File: src/hdl/ehd_pkg.sv
`timescale 1ns / 1ps
// Shared types and constants for the energy histogram with dose weighting.
// Used by the controller, datapath, divider, top level and checker.
package ehd_pkg;

    localparam int CMD_W      = 3;
    localparam int ENERGY_W   = 21;
    localparam int SEL_W      = 9;
    localparam int COEFF_W    = 16;
    localparam int SECS_W     = 16;
    localparam int STATUS_W   = 2;
    localparam int HIT_W      = 9;
    localparam int COUNT_W    = 32;
    localparam int DOSE_W     = 63;
    localparam int PROD_W     = COUNT_W + COEFF_W;
    localparam int WIDTH_W    = 10;
    localparam int MAXE_W     = 16;
    localparam int CFG_IDX_W  = 1;
    localparam int CFG_DATA_W = 16;
    localparam int STEP_W     = 6;
    localparam int QBIN_W     = 16;
    localparam int IDX_EXT_W  = 13;

    localparam logic [CMD_W-1:0] CMD_ADD         = 3'd0;
    localparam logic [CMD_W-1:0] CMD_CLEAR       = 3'd1;
    localparam logic [CMD_W-1:0] CMD_READ        = 3'd2;
    localparam logic [CMD_W-1:0] CMD_WRITE_COEFF = 3'd3;
    localparam logic [CMD_W-1:0] CMD_DOSE        = 3'd4;

    localparam logic [STATUS_W-1:0] STS_OK        = 2'd0;
    localparam logic [STATUS_W-1:0] STS_RANGE     = 2'd1;
    localparam logic [STATUS_W-1:0] STS_BEYOND    = 2'd2;
    localparam logic [STATUS_W-1:0] STS_ZERO_TIME = 2'd3;

    localparam logic [CFG_IDX_W-1:0] CFG_BIN_WIDTH  = 1'd0;
    localparam logic [CFG_IDX_W-1:0] CFG_MAX_ENERGY = 1'd1;

    localparam logic [WIDTH_W-1:0] BIN_WIDTH_RESET  = 10'd5;
    localparam logic [MAXE_W-1:0]  MAX_ENERGY_RESET = 16'd1500;

    localparam logic [STEP_W-1:0] BIN_DIV_STEPS  = 6'd16;
    localparam logic [STEP_W-1:0] DOSE_DIV_STEPS = 6'd63;

    localparam logic [DOSE_W-1:0] DOSE_SAT = {DOSE_W{1'b1}};

    typedef struct packed {
        logic capture;
        logic sweep_clr;
        logic clr_coeff;
        logic idx_step;
        logic cnt_rd;
        logic rd_quot;
        logic cnt_inc;
        logic coeff_wr;
        logic mac_rd;
        logic div_bin;
        logic div_dose;
        logic load_out;
    } ehd_ctl_t;

    typedef struct packed {
        logic [CMD_W-1:0] cmd;
        logic             range_bad;
        logic             sel_bad;
        logic             secs_zero;
        logic             bin_bad;
        logic             idx_last;
        logic             div_busy;
        logic             mac_busy;
        logic             sat;
    } ehd_sts_t;

endpackage

File: src/hdl/ehd_ctrl.sv
`timescale 1ns / 1ps
// Controller state machine: sequences sweeps, divides and memory accesses.
// Depends on ehd_pkg.
module ehd_ctrl (
    input  logic               clk,
    input  logic               rst_n,
    input  logic               item_valid,
    output logic               item_ready,
    output logic               result_valid,
    input  logic               result_ready,
    input  ehd_pkg::ehd_sts_t  sts,
    output ehd_pkg::ehd_ctl_t  ctl
);
    import ehd_pkg::*;

    localparam logic [3:0] ST_INIT     = 4'd0;
    localparam logic [3:0] ST_IDLE     = 4'd1;
    localparam logic [3:0] ST_DECODE   = 4'd2;
    localparam logic [3:0] ST_CLR      = 4'd3;
    localparam logic [3:0] ST_DIV      = 4'd4;
    localparam logic [3:0] ST_INC      = 4'd5;
    localparam logic [3:0] ST_MAC      = 4'd6;
    localparam logic [3:0] ST_MAC_WAIT = 4'd7;
    localparam logic [3:0] ST_DDIV     = 4'd8;
    localparam logic [3:0] ST_FINISH   = 4'd9;

    logic [3:0] state_reg;
    logic [3:0] state_next;
    logic       rv_reg;

    assign item_ready   = (state_reg == ST_IDLE);
    assign result_valid = rv_reg;

    always_comb
    begin
        ctl        = '0;
        state_next = state_reg;
        case (state_reg)
            ST_INIT:
            begin
                ctl.sweep_clr = 1'b1;
                ctl.clr_coeff = 1'b1;
                ctl.idx_step  = 1'b1;
                if (sts.idx_last)
                begin
                    state_next = ST_IDLE;
                end
            end
            ST_IDLE:
            begin
                if (item_valid)
                begin
                    ctl.capture = 1'b1;
                    state_next  = ST_DECODE;
                end
            end
            ST_DECODE:
            begin
                case (sts.cmd)
                    CMD_ADD:
                    begin
                        if (sts.range_bad)
                        begin
                            state_next = ST_FINISH;
                        end
                        else
                        begin
                            ctl.div_bin = 1'b1;
                            state_next  = ST_DIV;
                        end
                    end
                    CMD_CLEAR:
                    begin
                        state_next = ST_CLR;
                    end
                    CMD_READ:
                    begin
                        ctl.cnt_rd = !sts.sel_bad;
                        state_next = ST_FINISH;
                    end
                    CMD_WRITE_COEFF:
                    begin
                        ctl.coeff_wr = !sts.sel_bad;
                        state_next   = ST_FINISH;
                    end
                    CMD_DOSE:
                    begin
                        state_next = sts.secs_zero ? ST_FINISH : ST_MAC;
                    end
                    default:
                    begin
                        state_next = ST_FINISH;
                    end
                endcase
            end
            ST_CLR:
            begin
                ctl.sweep_clr = 1'b1;
                ctl.idx_step  = 1'b1;
                if (sts.idx_last)
                begin
                    state_next = ST_FINISH;
                end
            end
            ST_DIV:
            begin
                if (!sts.div_busy)
                begin
                    if (sts.bin_bad)
                    begin
                        state_next = ST_FINISH;
                    end
                    else
                    begin
                        ctl.cnt_rd  = 1'b1;
                        ctl.rd_quot = 1'b1;
                        state_next  = ST_INC;
                    end
                end
            end
            ST_INC:
            begin
                ctl.cnt_inc = 1'b1;
                state_next  = ST_FINISH;
            end
            ST_MAC:
            begin
                ctl.mac_rd   = 1'b1;
                ctl.idx_step = 1'b1;
                if (sts.idx_last)
                begin
                    state_next = ST_MAC_WAIT;
                end
            end
            ST_MAC_WAIT:
            begin
                if (!sts.mac_busy)
                begin
                    if (sts.sat)
                    begin
                        state_next = ST_FINISH;
                    end
                    else
                    begin
                        ctl.div_dose = 1'b1;
                        state_next   = ST_DDIV;
                    end
                end
            end
            ST_DDIV:
            begin
                if (!sts.div_busy)
                begin
                    state_next = ST_FINISH;
                end
            end
            ST_FINISH:
            begin
                if (!rv_reg || result_ready)
                begin
                    ctl.load_out = 1'b1;
                    state_next   = ST_IDLE;
                end
            end
            default:
            begin
                state_next = ST_IDLE;
            end
        endcase
    end

    always_ff @(posedge clk or negedge rst_n)
    begin
        if (!rst_n)
        begin
            state_reg <= ST_INIT;
            rv_reg    <= 1'b0;
        end
        else
        begin
            state_reg <= state_next;
            if (ctl.load_out)
            begin
                rv_reg <= 1'b1;
            end
            else if (result_ready)
            begin
                rv_reg <= 1'b0;
            end
        end
    end

endmodule

File: config.mk
export PLATFORM = sky130hd
export DESIGN_NAME = ehd_ctrl
export DESIGN_NICKNAME = d
export VERILOG_FILES = /design/src/hdl/ehd_pkg.sv /design/src/hdl/ehd_ctrl.sv
export SDC_FILE = /design/constraint.sdc
export NUM_CORES = 1
export LEC_CHECK = 0
export BUFFER_PORTS_ARGS = -buffer_cell sky130_fd_sc_hd__buf_2
export CAP_MARGIN = 20
export CORE_ASPECT_RATIO = 0.9
export CORE_UTILIZATION = 25
export CTS_CLUSTER_DIAMETER = 40
export DETAILED_ROUTE_END_ITERATION = 12
export GPL_TIMING_DRIVEN = 0
export HOLD_SLACK_MARGIN = 0.08
export SYNTH_ARGS = -nofsm -noshare
export SYNTH_HDL_FRONTEND = slang
export SYNTH_SLANG_ARGS = --single-unit
File: constraint.sdc
create_clock -name clk -period 2.49 [get_ports clk]
set_input_delay 0.3735 -clock clk [delete_from_list [all_inputs] [get_ports clk]]
set_output_delay 0.3735 -clock clk [all_outputs]
set_load 0.02 [all_outputs]
# ---- Word-level counts from Yosys, hierarchy flattened
# Index checks and enable logic that the tools add are counted.
dict set report word_totals {
  input_bits 15
  ram_bits 0
  output_inout_bits 14
  latchBits 0
  register_bits 5
  elab_cells 70
  rom_bits 0
  memories 0
}
dict set report op_classes {
  n_eq_ne 21
  reduce_logical 9
  n_bitwise 0
  muxes 38
  addsub 0
  order_cmp 0
  div_mod_pow 0
  multipliers 0
  shift 0
}
# cell n
set op_table {}
lappend op_table {{4-bit 2-to-1 mux} 11}
lappend op_table {{4-bit case mux with 10 select lines} 1}
lappend op_table {{1-bit 2-to-1 mux} 22}
lappend op_table {{4-bit by 3-bit == test with 1-bit output (second input constant)} 4}
lappend op_table {{2-bit != test (second input constant)} 8}
lappend op_table {{4-bit case mux with 3 select lines} 1}
lappend op_table {{4-bit by 2-bit == test with 1-bit output (second input constant)} 2}
lappend op_table {{4-bit == test (second input constant)} 2}
lappend op_table {{8-bit AND reduction} 1}
lappend op_table {{3-bit by 2-bit == test with 1-bit output (second input constant)} 2}
lappend op_table {{4-bit by 1-bit == test with 1-bit output (second input constant)} 1}
lappend op_table {{4-bit logical NOT} 1}
lappend op_table {{2-bit 2-to-1 mux} 2}
lappend op_table {{3-bit by 1-bit == test with 1-bit output (second input constant)} 1}
lappend op_table {{3-bit == test (second input constant)} 1}
lappend op_table {{3-bit logical NOT} 1}
lappend op_table {{3-bit OR reduction} 1}
lappend op_table {{1-bit logical NOT} 2}
lappend op_table {{1-bit case mux with 2 select lines} 1}
lappend op_table {{2-bit nonzero test} 1}
lappend op_table {{2-bit OR reduction} 1}
lappend op_table {{1-bit logical OR} 1}

# ---- Depth between registers and ports, before layout
# Gate-level depths: netlist (run 1).
dict set report logic_depth {
  ltp_word 5
  depth_mapped 6
  mapped_depth_nobuf 5
}

# ---- Least setup slack after synthesis (run 1)
# No wires, ideal clock.
dict set report synth_timing {
  path_kind {reg-to-output}
  start {register state_reg[0]}
  end {output ctl[7] (netlist bit)}
  slack_ns 0.282
  path_stages_with_launch 6
  t_arrival_ns 1.834
  t_required_ns 2.117
  n_path_buf 1
  cell_sequence {dfrtp_1 > buf_2 > inv_1 > nand3_1 > or3_1 > o41ai_1}
}
# item line
set synth_rtl {}
lappend synth_rtl {{start, declared} ehd_ctrl.sv:27} ;# logic [3:0] state_reg;
lappend synth_rtl {{start signal, assigned} ehd_ctrl.sv:181} ;# state_reg <= state_next;
lappend synth_rtl {{end, declared} ehd_ctrl.sv:12} ;# output ehd_pkg::ehd_ctl_t ctl

==> flow_summary_export.csv, run 1 <==
group,metric,value,unit
worst_hold_path,min_path_type,"primary input to flop",
placement,gp_congestion,0.768,
cts,cts.clk_slew.worst_paths,0.05,ns
cells_and_area,fin_nets,121,
critical_path,worstPathMaxFanout,10,
run,maxCapViolations,0,
power,cellInternalPower,0.379,mW
power,swShare,0.490,
drt,via_count,635,
synth,yosysUniqueCellTypes,32,
power,p_clk_frac,0.132,
cells_and_area,layout_commonest_cell,"buf_2",
sta,drv_slew,0,
placement,hpwlAfterDp,1110,µm
power,p_seq_frac,0.177,
critical_path,rrSetupSlack,0.56,ns
synth,synth_area_leaders,"dfrtp_1, inv_1, nor2b_1",
sta,whs,0.418,ns
drt,wl,1420,µm
sta,fmax,433,MHz
power,power.density,995,mW/mm²
global_route,first_global_vias,555,
critical_path,rr_endpoint,"state_reg[0]",
cells_and_area,area.growth.synth_to_final,38.5,%
sta,setup_viol,0,
sta,skew,0.00939,ns
cts,cts_root_buf,"clkbuf_4",
cts,h-tree-depth,1,
power,p_leak,0.381,nW
drt,drtIter0Drc,7,
cts,clock_sinks,5,
global_route,grt_antenna_before_repair,0,
synth,synth_mux_area_frac,0.0394,
synth,synth-seq-area-share,0.232,
sta,hold_violations,0,
synth,syn_inst,72,
global_route,grt_pass1_wl,2400,µm
critical_path,critPathArrivalTime,1.93,ns
sta,slew-limit-headroom,0.786,
synth,ys_ff_latch,5,
cts,cts_tree,"yes",
critical_path,r2r_cells,6,
sta,period_minus_slack,2.31,ns
drt,wl_per_cell,10.9,µm
synth,synth_area_leader_cell,"dfrtp_1",
synth,ys.warnings.count,0,
floorplan,die-area,0.00235,mm²
synth,synthAdderAreaFrac,0,
cells_and_area,n_antenna_cell,0,
synth,synth_area,539,µm²
cts,post_cts_buffers,0,
sta,tightestPinTransition,0.321,ns
synth,syn_nets,87,
placement,io_buffers,28,
drt,vias_per_cell,4.88,
global_route,grt.total_usage,0.142,
cts,cts-buffers-inserted,3,
drt,drtPass1Iterations,4,
floorplan,die_height,46.1,µm
synth,synth_compound_area_frac,0.251,
sta,finalCritPeriodShare,0.927,
worst_hold_path,min_to,"result_valid",
power,p_sw,0.364,mW
floorplan,rows,15,
critical_path,crit_required,2.12,ns
floorplan,coreArea,0.00197,mm²
power,comb_power_share,0.690,
cells_and_area,largest_register_ffs,4,
synth,synth-simple-area-share,0.360,
critical_path,critical_path_class,"flop to output port",
floorplan,start_util,0.274,
worst_hold_path,hold_depth,3,
global_route,overflow,0,
critical_path,reg2reg_from,"state_reg[3]",
floorplan,die_w,51.0,µm
worst_hold_path,hold_start,"result_ready",
cts,clk_latency,0.26,ns
global_route,grt_max_degree,11,
sta,setup_tns,0,ns
synth,avgSynthCellArea,7.49,µm²
status,status,"finished clean",
cells_and_area,drive_gt1_frac,0.390,
drt,ant_nets,0,
synth,yosysTopAreaCellShare,0.232,
drt,drcViolationCount,0,
power,ir_worst_vdd,0.000345,V
synth,synth-xor-area-share,0.0325,
synth,synth_top_family_by_area,"simple AND/OR/NAND/NOR gates",
cells_and_area,final_cell_mix,"buf_2, inv_1, nor2_1, dfrtp_1",
cts,cts_buffer_depth,2,
sta,rsz0062_at_grt,"no",
critical_path,critPathCaptureType,"output port",
floorplan,pin_count,29,
critical_path,setup.worst_path.start_class,"flop",
## synthesized netlist by cell type
master     count
a221o_1        1
or2_2          2
xor2_1         2
nor3_1         4
nand2b_1       3
a211o_1        1
o32a_1         1
nand2_1        3
nand3_1        1
nor2_1         5
a31oi_1        3
inv_1          7
nor4_1         4
nand4bb_1      1
o221ai_1       1
o31a_1         1
dfrtp_1        5
nor3b_1        1
or3_1          3
o31ai_1        1
o21ai_2        1
mux2i_1        1
nor2b_1        4
mux2_2         1
a2111oi_2      1
and2_1         1
or4_1          1
buf_2          4
and3_1         1
o41ai_1        1
a21oi_1        4
o21ai_0        2
## routing by layer
metal | share of wire | vias up | wire [µm] | GRT usage
met5 | 0 | - | 0 | 0
met4 | 0.015 | 0 | 21 | 0.0667
met3 | 0.077 | 3 | 109 | 0.0429
met2 | 0.41 | 27 | 589 | 0.216
met1 | 0.49 | 274 | 700 | 0.185
li1 | - | 331 | - | -
## through the flow
step                      power (mW)  std cells  setup slack (ns)   util  cell area, µm²
final                          0.743        130             0.182  0.379             747
after global routing           0.820        130            0.0454  0.379             747
after CTS                      0.748        130             0.160  0.379             747
after detailed placement       0.642        125             0.441  0.361             711
after global placement         0.639        125             0.454  0.361             711
after floorplan                0.513         72             0.282      -             539
## worst max-delay path: stages (launching register included)
cell,delay (ns)
dfrtp_1,0.42
buf_2,0.20
or2_2,0.32
or4_1,0.45
o41ai_1,0.08
buf_2,0.22
## layout make-up
cell class | count | area (µm²)
Sequential cell | 5 | 125
Fill cell | 226 | 1220
Multi-Input combinational cell | 56 | 368
Buffer | 4 | 20.0
Tap cell | 25 | 31.3
Inverter | 7 | 26.3
Timing Repair Buffer | 29 | 150
Clock buffer | 4 | 26.3
## cell families after synthesis
kind of cell | Yosys count
mux | 2
buf+inv | 11
simple gates | 34
flops | 5
xor+xnor | 2
compound gates | 18
## repair_timing
item                                    CTS  global route
endpoints found under the setup margin    0             1
endpoints found under the hold margin     5             0
resized for setup                         0             1
hold buffers                              1             0
## power by group through the flow
| stage | sequential [mW] | combinational (mW) | clock [mW] |
|---|---|---|---|
| after detailed placement | 0.133 | 0.509 | 0 |
| after global routing | 0.135 | 0.574 | 0.111 |
| after floorplan | 0.135 | 0.378 | 0 |
| after CTS | 0.132 | 0.512 | 0.104 |
| final | 0.132 | 0.513 | 0.0984 |
| after global placement | 0.132 | 0.507 | 0 |
## worst max path at each step
stage	from	endpoint	slack [ns]
6_report	state_reg[1]	ctl[7]	0.18
5_1_grt	state_reg[0]	ctl[7]	0.05
4_1_cts	state_reg[1]	ctl[7]	0.16
3_5_place_dp	state_reg[1]	ctl[7]	0.44
3_3_place_gp	state_reg[1]	ctl[7]	0.45
2_1_floorplan	state_reg[0]	ctl[7]	0.28
No activity file was read; power rests on OpenSTA's default activity.
==> run 2, diff against run 1 <==
ABC_AREA = 1   (was not set)
==> flow_summary_export.csv, run 2 <==
group,metric,value,unit
status,status,"finished clean",
worst_hold_path,min_path_type,"primary input to flop",
cells_and_area,drive_gt1_frac,0.387,
sta,rsz0062_at_grt,"no",
cells_and_area,final_cell_mix,"nand2_1, buf_2, nor2_1",
drt,drcViolationCount,0,
cts,h-tree-depth,1,
placement,pre_cts_ws,0.752,ns
floorplan,coreArea,0.00249,mm²
synth,synth.most_common_cell,"nand2_1",
synth,synth_compound_area_frac,0.0395,
sta,fmax,490,MHz
global_route,grt_max_degree,10,
cells_and_area,n_antenna_cell,0,
cells_and_area,layout_commonest_cell,"nand2_1",
cts,clk_latency,0.26,ns
synth,synth-simple-area-share,0.642,
global_route,grt.total_usage,0.131,
power,ir_worst_vdd,0.000586,V
synth,ys_ff_latch,5,
cts,holdBufCountCts,1,
power,cellInternalPower,0.388,mW
sta,period_minus_slack,2.04,ns
synth,synthAdderAreaFrac,0,
floorplan,die_w,56.3,µm
placement,io_buffers,28,
run,maxCapViolations,0,
critical_path,critPathLaunch,"state_reg[2]",
sta,setup_tns,0,ns
cells_and_area,multiInputGateArea,453,µm²
synth,synth-xor-area-share,0,
cells_and_area,fillCellCount,281,
cells_and_area,final_cells,178,
sta,setup_viol,0,
synth,synth_mux_area_frac,0,
global_route,met2_usage,0.218,
synth,async_reset_ff_frac,1.00,
critical_path,worstPathMaxFanout,6,
floorplan,pin_count,29,
cts,cts_tree,"yes",
drt,wl,1680,µm
synth,synth_flop_cell,"dfrtp_1",
cts,cts_root_buf,"clkbuf_4",
floorplan,die_height,50.9,µm
sta,tightestPinTransition,0.221,ns
drt,wl_per_cell,9.44,µm
floorplan,die-area,0.00287,mm²
power,power.density,995,mW/mm²
placement,dp.cells,173,
cts,post_cts_buffers,0,
sta,finalCritPeriodShare,0.820,
sta,skew,0.00305,ns
synth,syn_inst,117,
global_route,overflow,0,
synth,yosysTopAreaCellShare,0.203,
cells_and_area,area.growth.synth_to_final,32.0,%
power,p_sw,0.485,mW
critical_path,cpMaxStageDelayCell,"dfrtp_1",
critical_path,setup.worst_path.start_class,"flop",
cts,cts-buffers-inserted,3,
global_route,grt_antenna_before_repair,0,
power,p_seq_frac,0.170,
critical_path,critPathCaptureType,"output port",
power,p_clk_frac,0.114,
global_route,grtUsageMet3,0.0380,
synth,synth_area,664,µm²
synth,avgSynthCellArea,5.68,µm²
synth,ys.warnings.count,0,
drt,drtIter0Drc,16,
critical_path,critPathArrivalTime,1.67,ns
cts,clock_sinks,5,
floorplan,rows,17,
sta,hold_violations,0,
drt,drtPass1Iterations,4,
cts,cts_buffer_depth,2,
cts,cts.clk_slew.worst_paths,0.05,ns
synth,syn_nets,132,
global_route,grt.busiest_layer,"met2",
cts,cts_resized,0,
critical_path,crit_required,2.12,ns
cells_and_area,fin_nets,166,
sta,whs,0.332,ns
drt,ant_nets,0,
critical_path,critical_path_class,"flop to output port",
critical_path,slowest_delay,0.45,ns
floorplan,start_util,0.267,
sta,drv_slew,0,
synth,synth-seq-area-share,0.188,
synth,synth_edf_count,0,
power,swShare,0.555,
drt,via_count,802,
cells_and_area,seqCellArea,125,µm²
global_route,grt_pass1_wl,2820,µm
synth,synth_common_cells,"nand2_1, nor2_1, inv_1",
sta,setup_slack,0.448,ns
critical_path,worstPathCellList,"nor2_1 -> nand3_1 -> inv_1 -> nand4_1 -> o22ai_1 -> buf_2",
global_route,first_global_vias,701,
synth,synth_area_leaders,"nand2_1, dfrtp_1, nor2_1",
global_route,met1_usage,0.143,
synth,yosysUniqueCellTypes,20,
sta,slew-limit-headroom,0.852,
power,comb_power_share,0.716,
placement,gp_congestion,0.817,
power,p_leak,0.556,nW
placement,hpwlAfterDp,1420,µm
synth,synth_area_leader_cell,"nand2_1",
drt,vias_per_cell,4.51,
worst_hold_path,hold_start,"result_ready",
cells_and_area,post-route-util,0.352,
cells_and_area,largest_register_ffs,4,
synth,synth_top_family_by_area,"simple AND/OR/NAND/NOR gates",
critical_path,reg2reg_from,"state_reg[3]",
run 2: cell count changes after synthesis, sizes merged, moves of 3 or more:
cell	previous run	this run
nand2b	3	0
nand3	1	10
buf	4	1
or3	3	0
nand2	3	45
nor4	4	1
a31oi	3	0
inv	7	19
nor3	4	1
nor2b	4	0
nand4	0	4
nor2	5	23
run 2: power by group through the flow:
stage	combinational, mW	sequential (mW)	clock, mW
finish	0.625	0.149	0.0990
global placement	0.626	0.151	0
detailed placement	0.629	0.150	0
floorplan	0.473	0.156	0
CTS	0.632	0.149	0.0978
global route	0.695	0.155	0.113
run 2: final timing paths:
| kind | to | slack (ns) | cells past startpoint |
|---|---|---|---|
| setup / recovery | ctl[7] | 0.45 | 6 |
| hold / removal | result_valid | 0.33 | 2 |
| setup reg to reg | state_reg[1] | 1.17 | 10 |
| hold reg to reg | result_valid | 0.55 | 2 |
| max in group asynchronous | result_valid | 1.91 | 2 |
| min in group asynchronous | state_reg[1] | 0.45 | 2 |
run 2: layout make-up:
class                      count  share of cell area
tap                           28              0.0399
buffer                         1              0.0128
clock buffer                   3              0.0257
inverter                      20              0.0856
multi-input combinational     91               0.516
clock inverter                 1             0.00571
timing repair buffer          29               0.171
sequential                     5               0.143
run 2: metrics by stage:
step                      power [mW]  cell area (µm²)
after floorplan                0.629              664
after global placement         0.777              840
after detailed placement       0.779              840
after CTS                      0.879              877
after global routing           0.963              877
final                          0.872              877
run 2: routing by layer:
metal  wire [µm]  vias up
met2         755       26
met3         112        5
li1            -      430
met5           0        -
met4          54        0
met1         757      341
run 2: kinds of logic (layout without fill, tap and decap cells):
| logic type | count (synthesis) | in the layout |
|---|---|---|
| AOI/OAI and AO/OA | 5 | 5 |
| buffers and inverters | 21 | 54 |
| and+or+nand+nor | 86 | 86 |
| DFF | 5 | 5 |
run 2: worst max-delay path, delay by kind of cell, from the launching register on:
family | cells | cell delay [ns]
simple gates | 3 | 0.49
compound gates | 1 | 0.13
buf+inv | 2 | 0.35
flops | 1 | 0.45
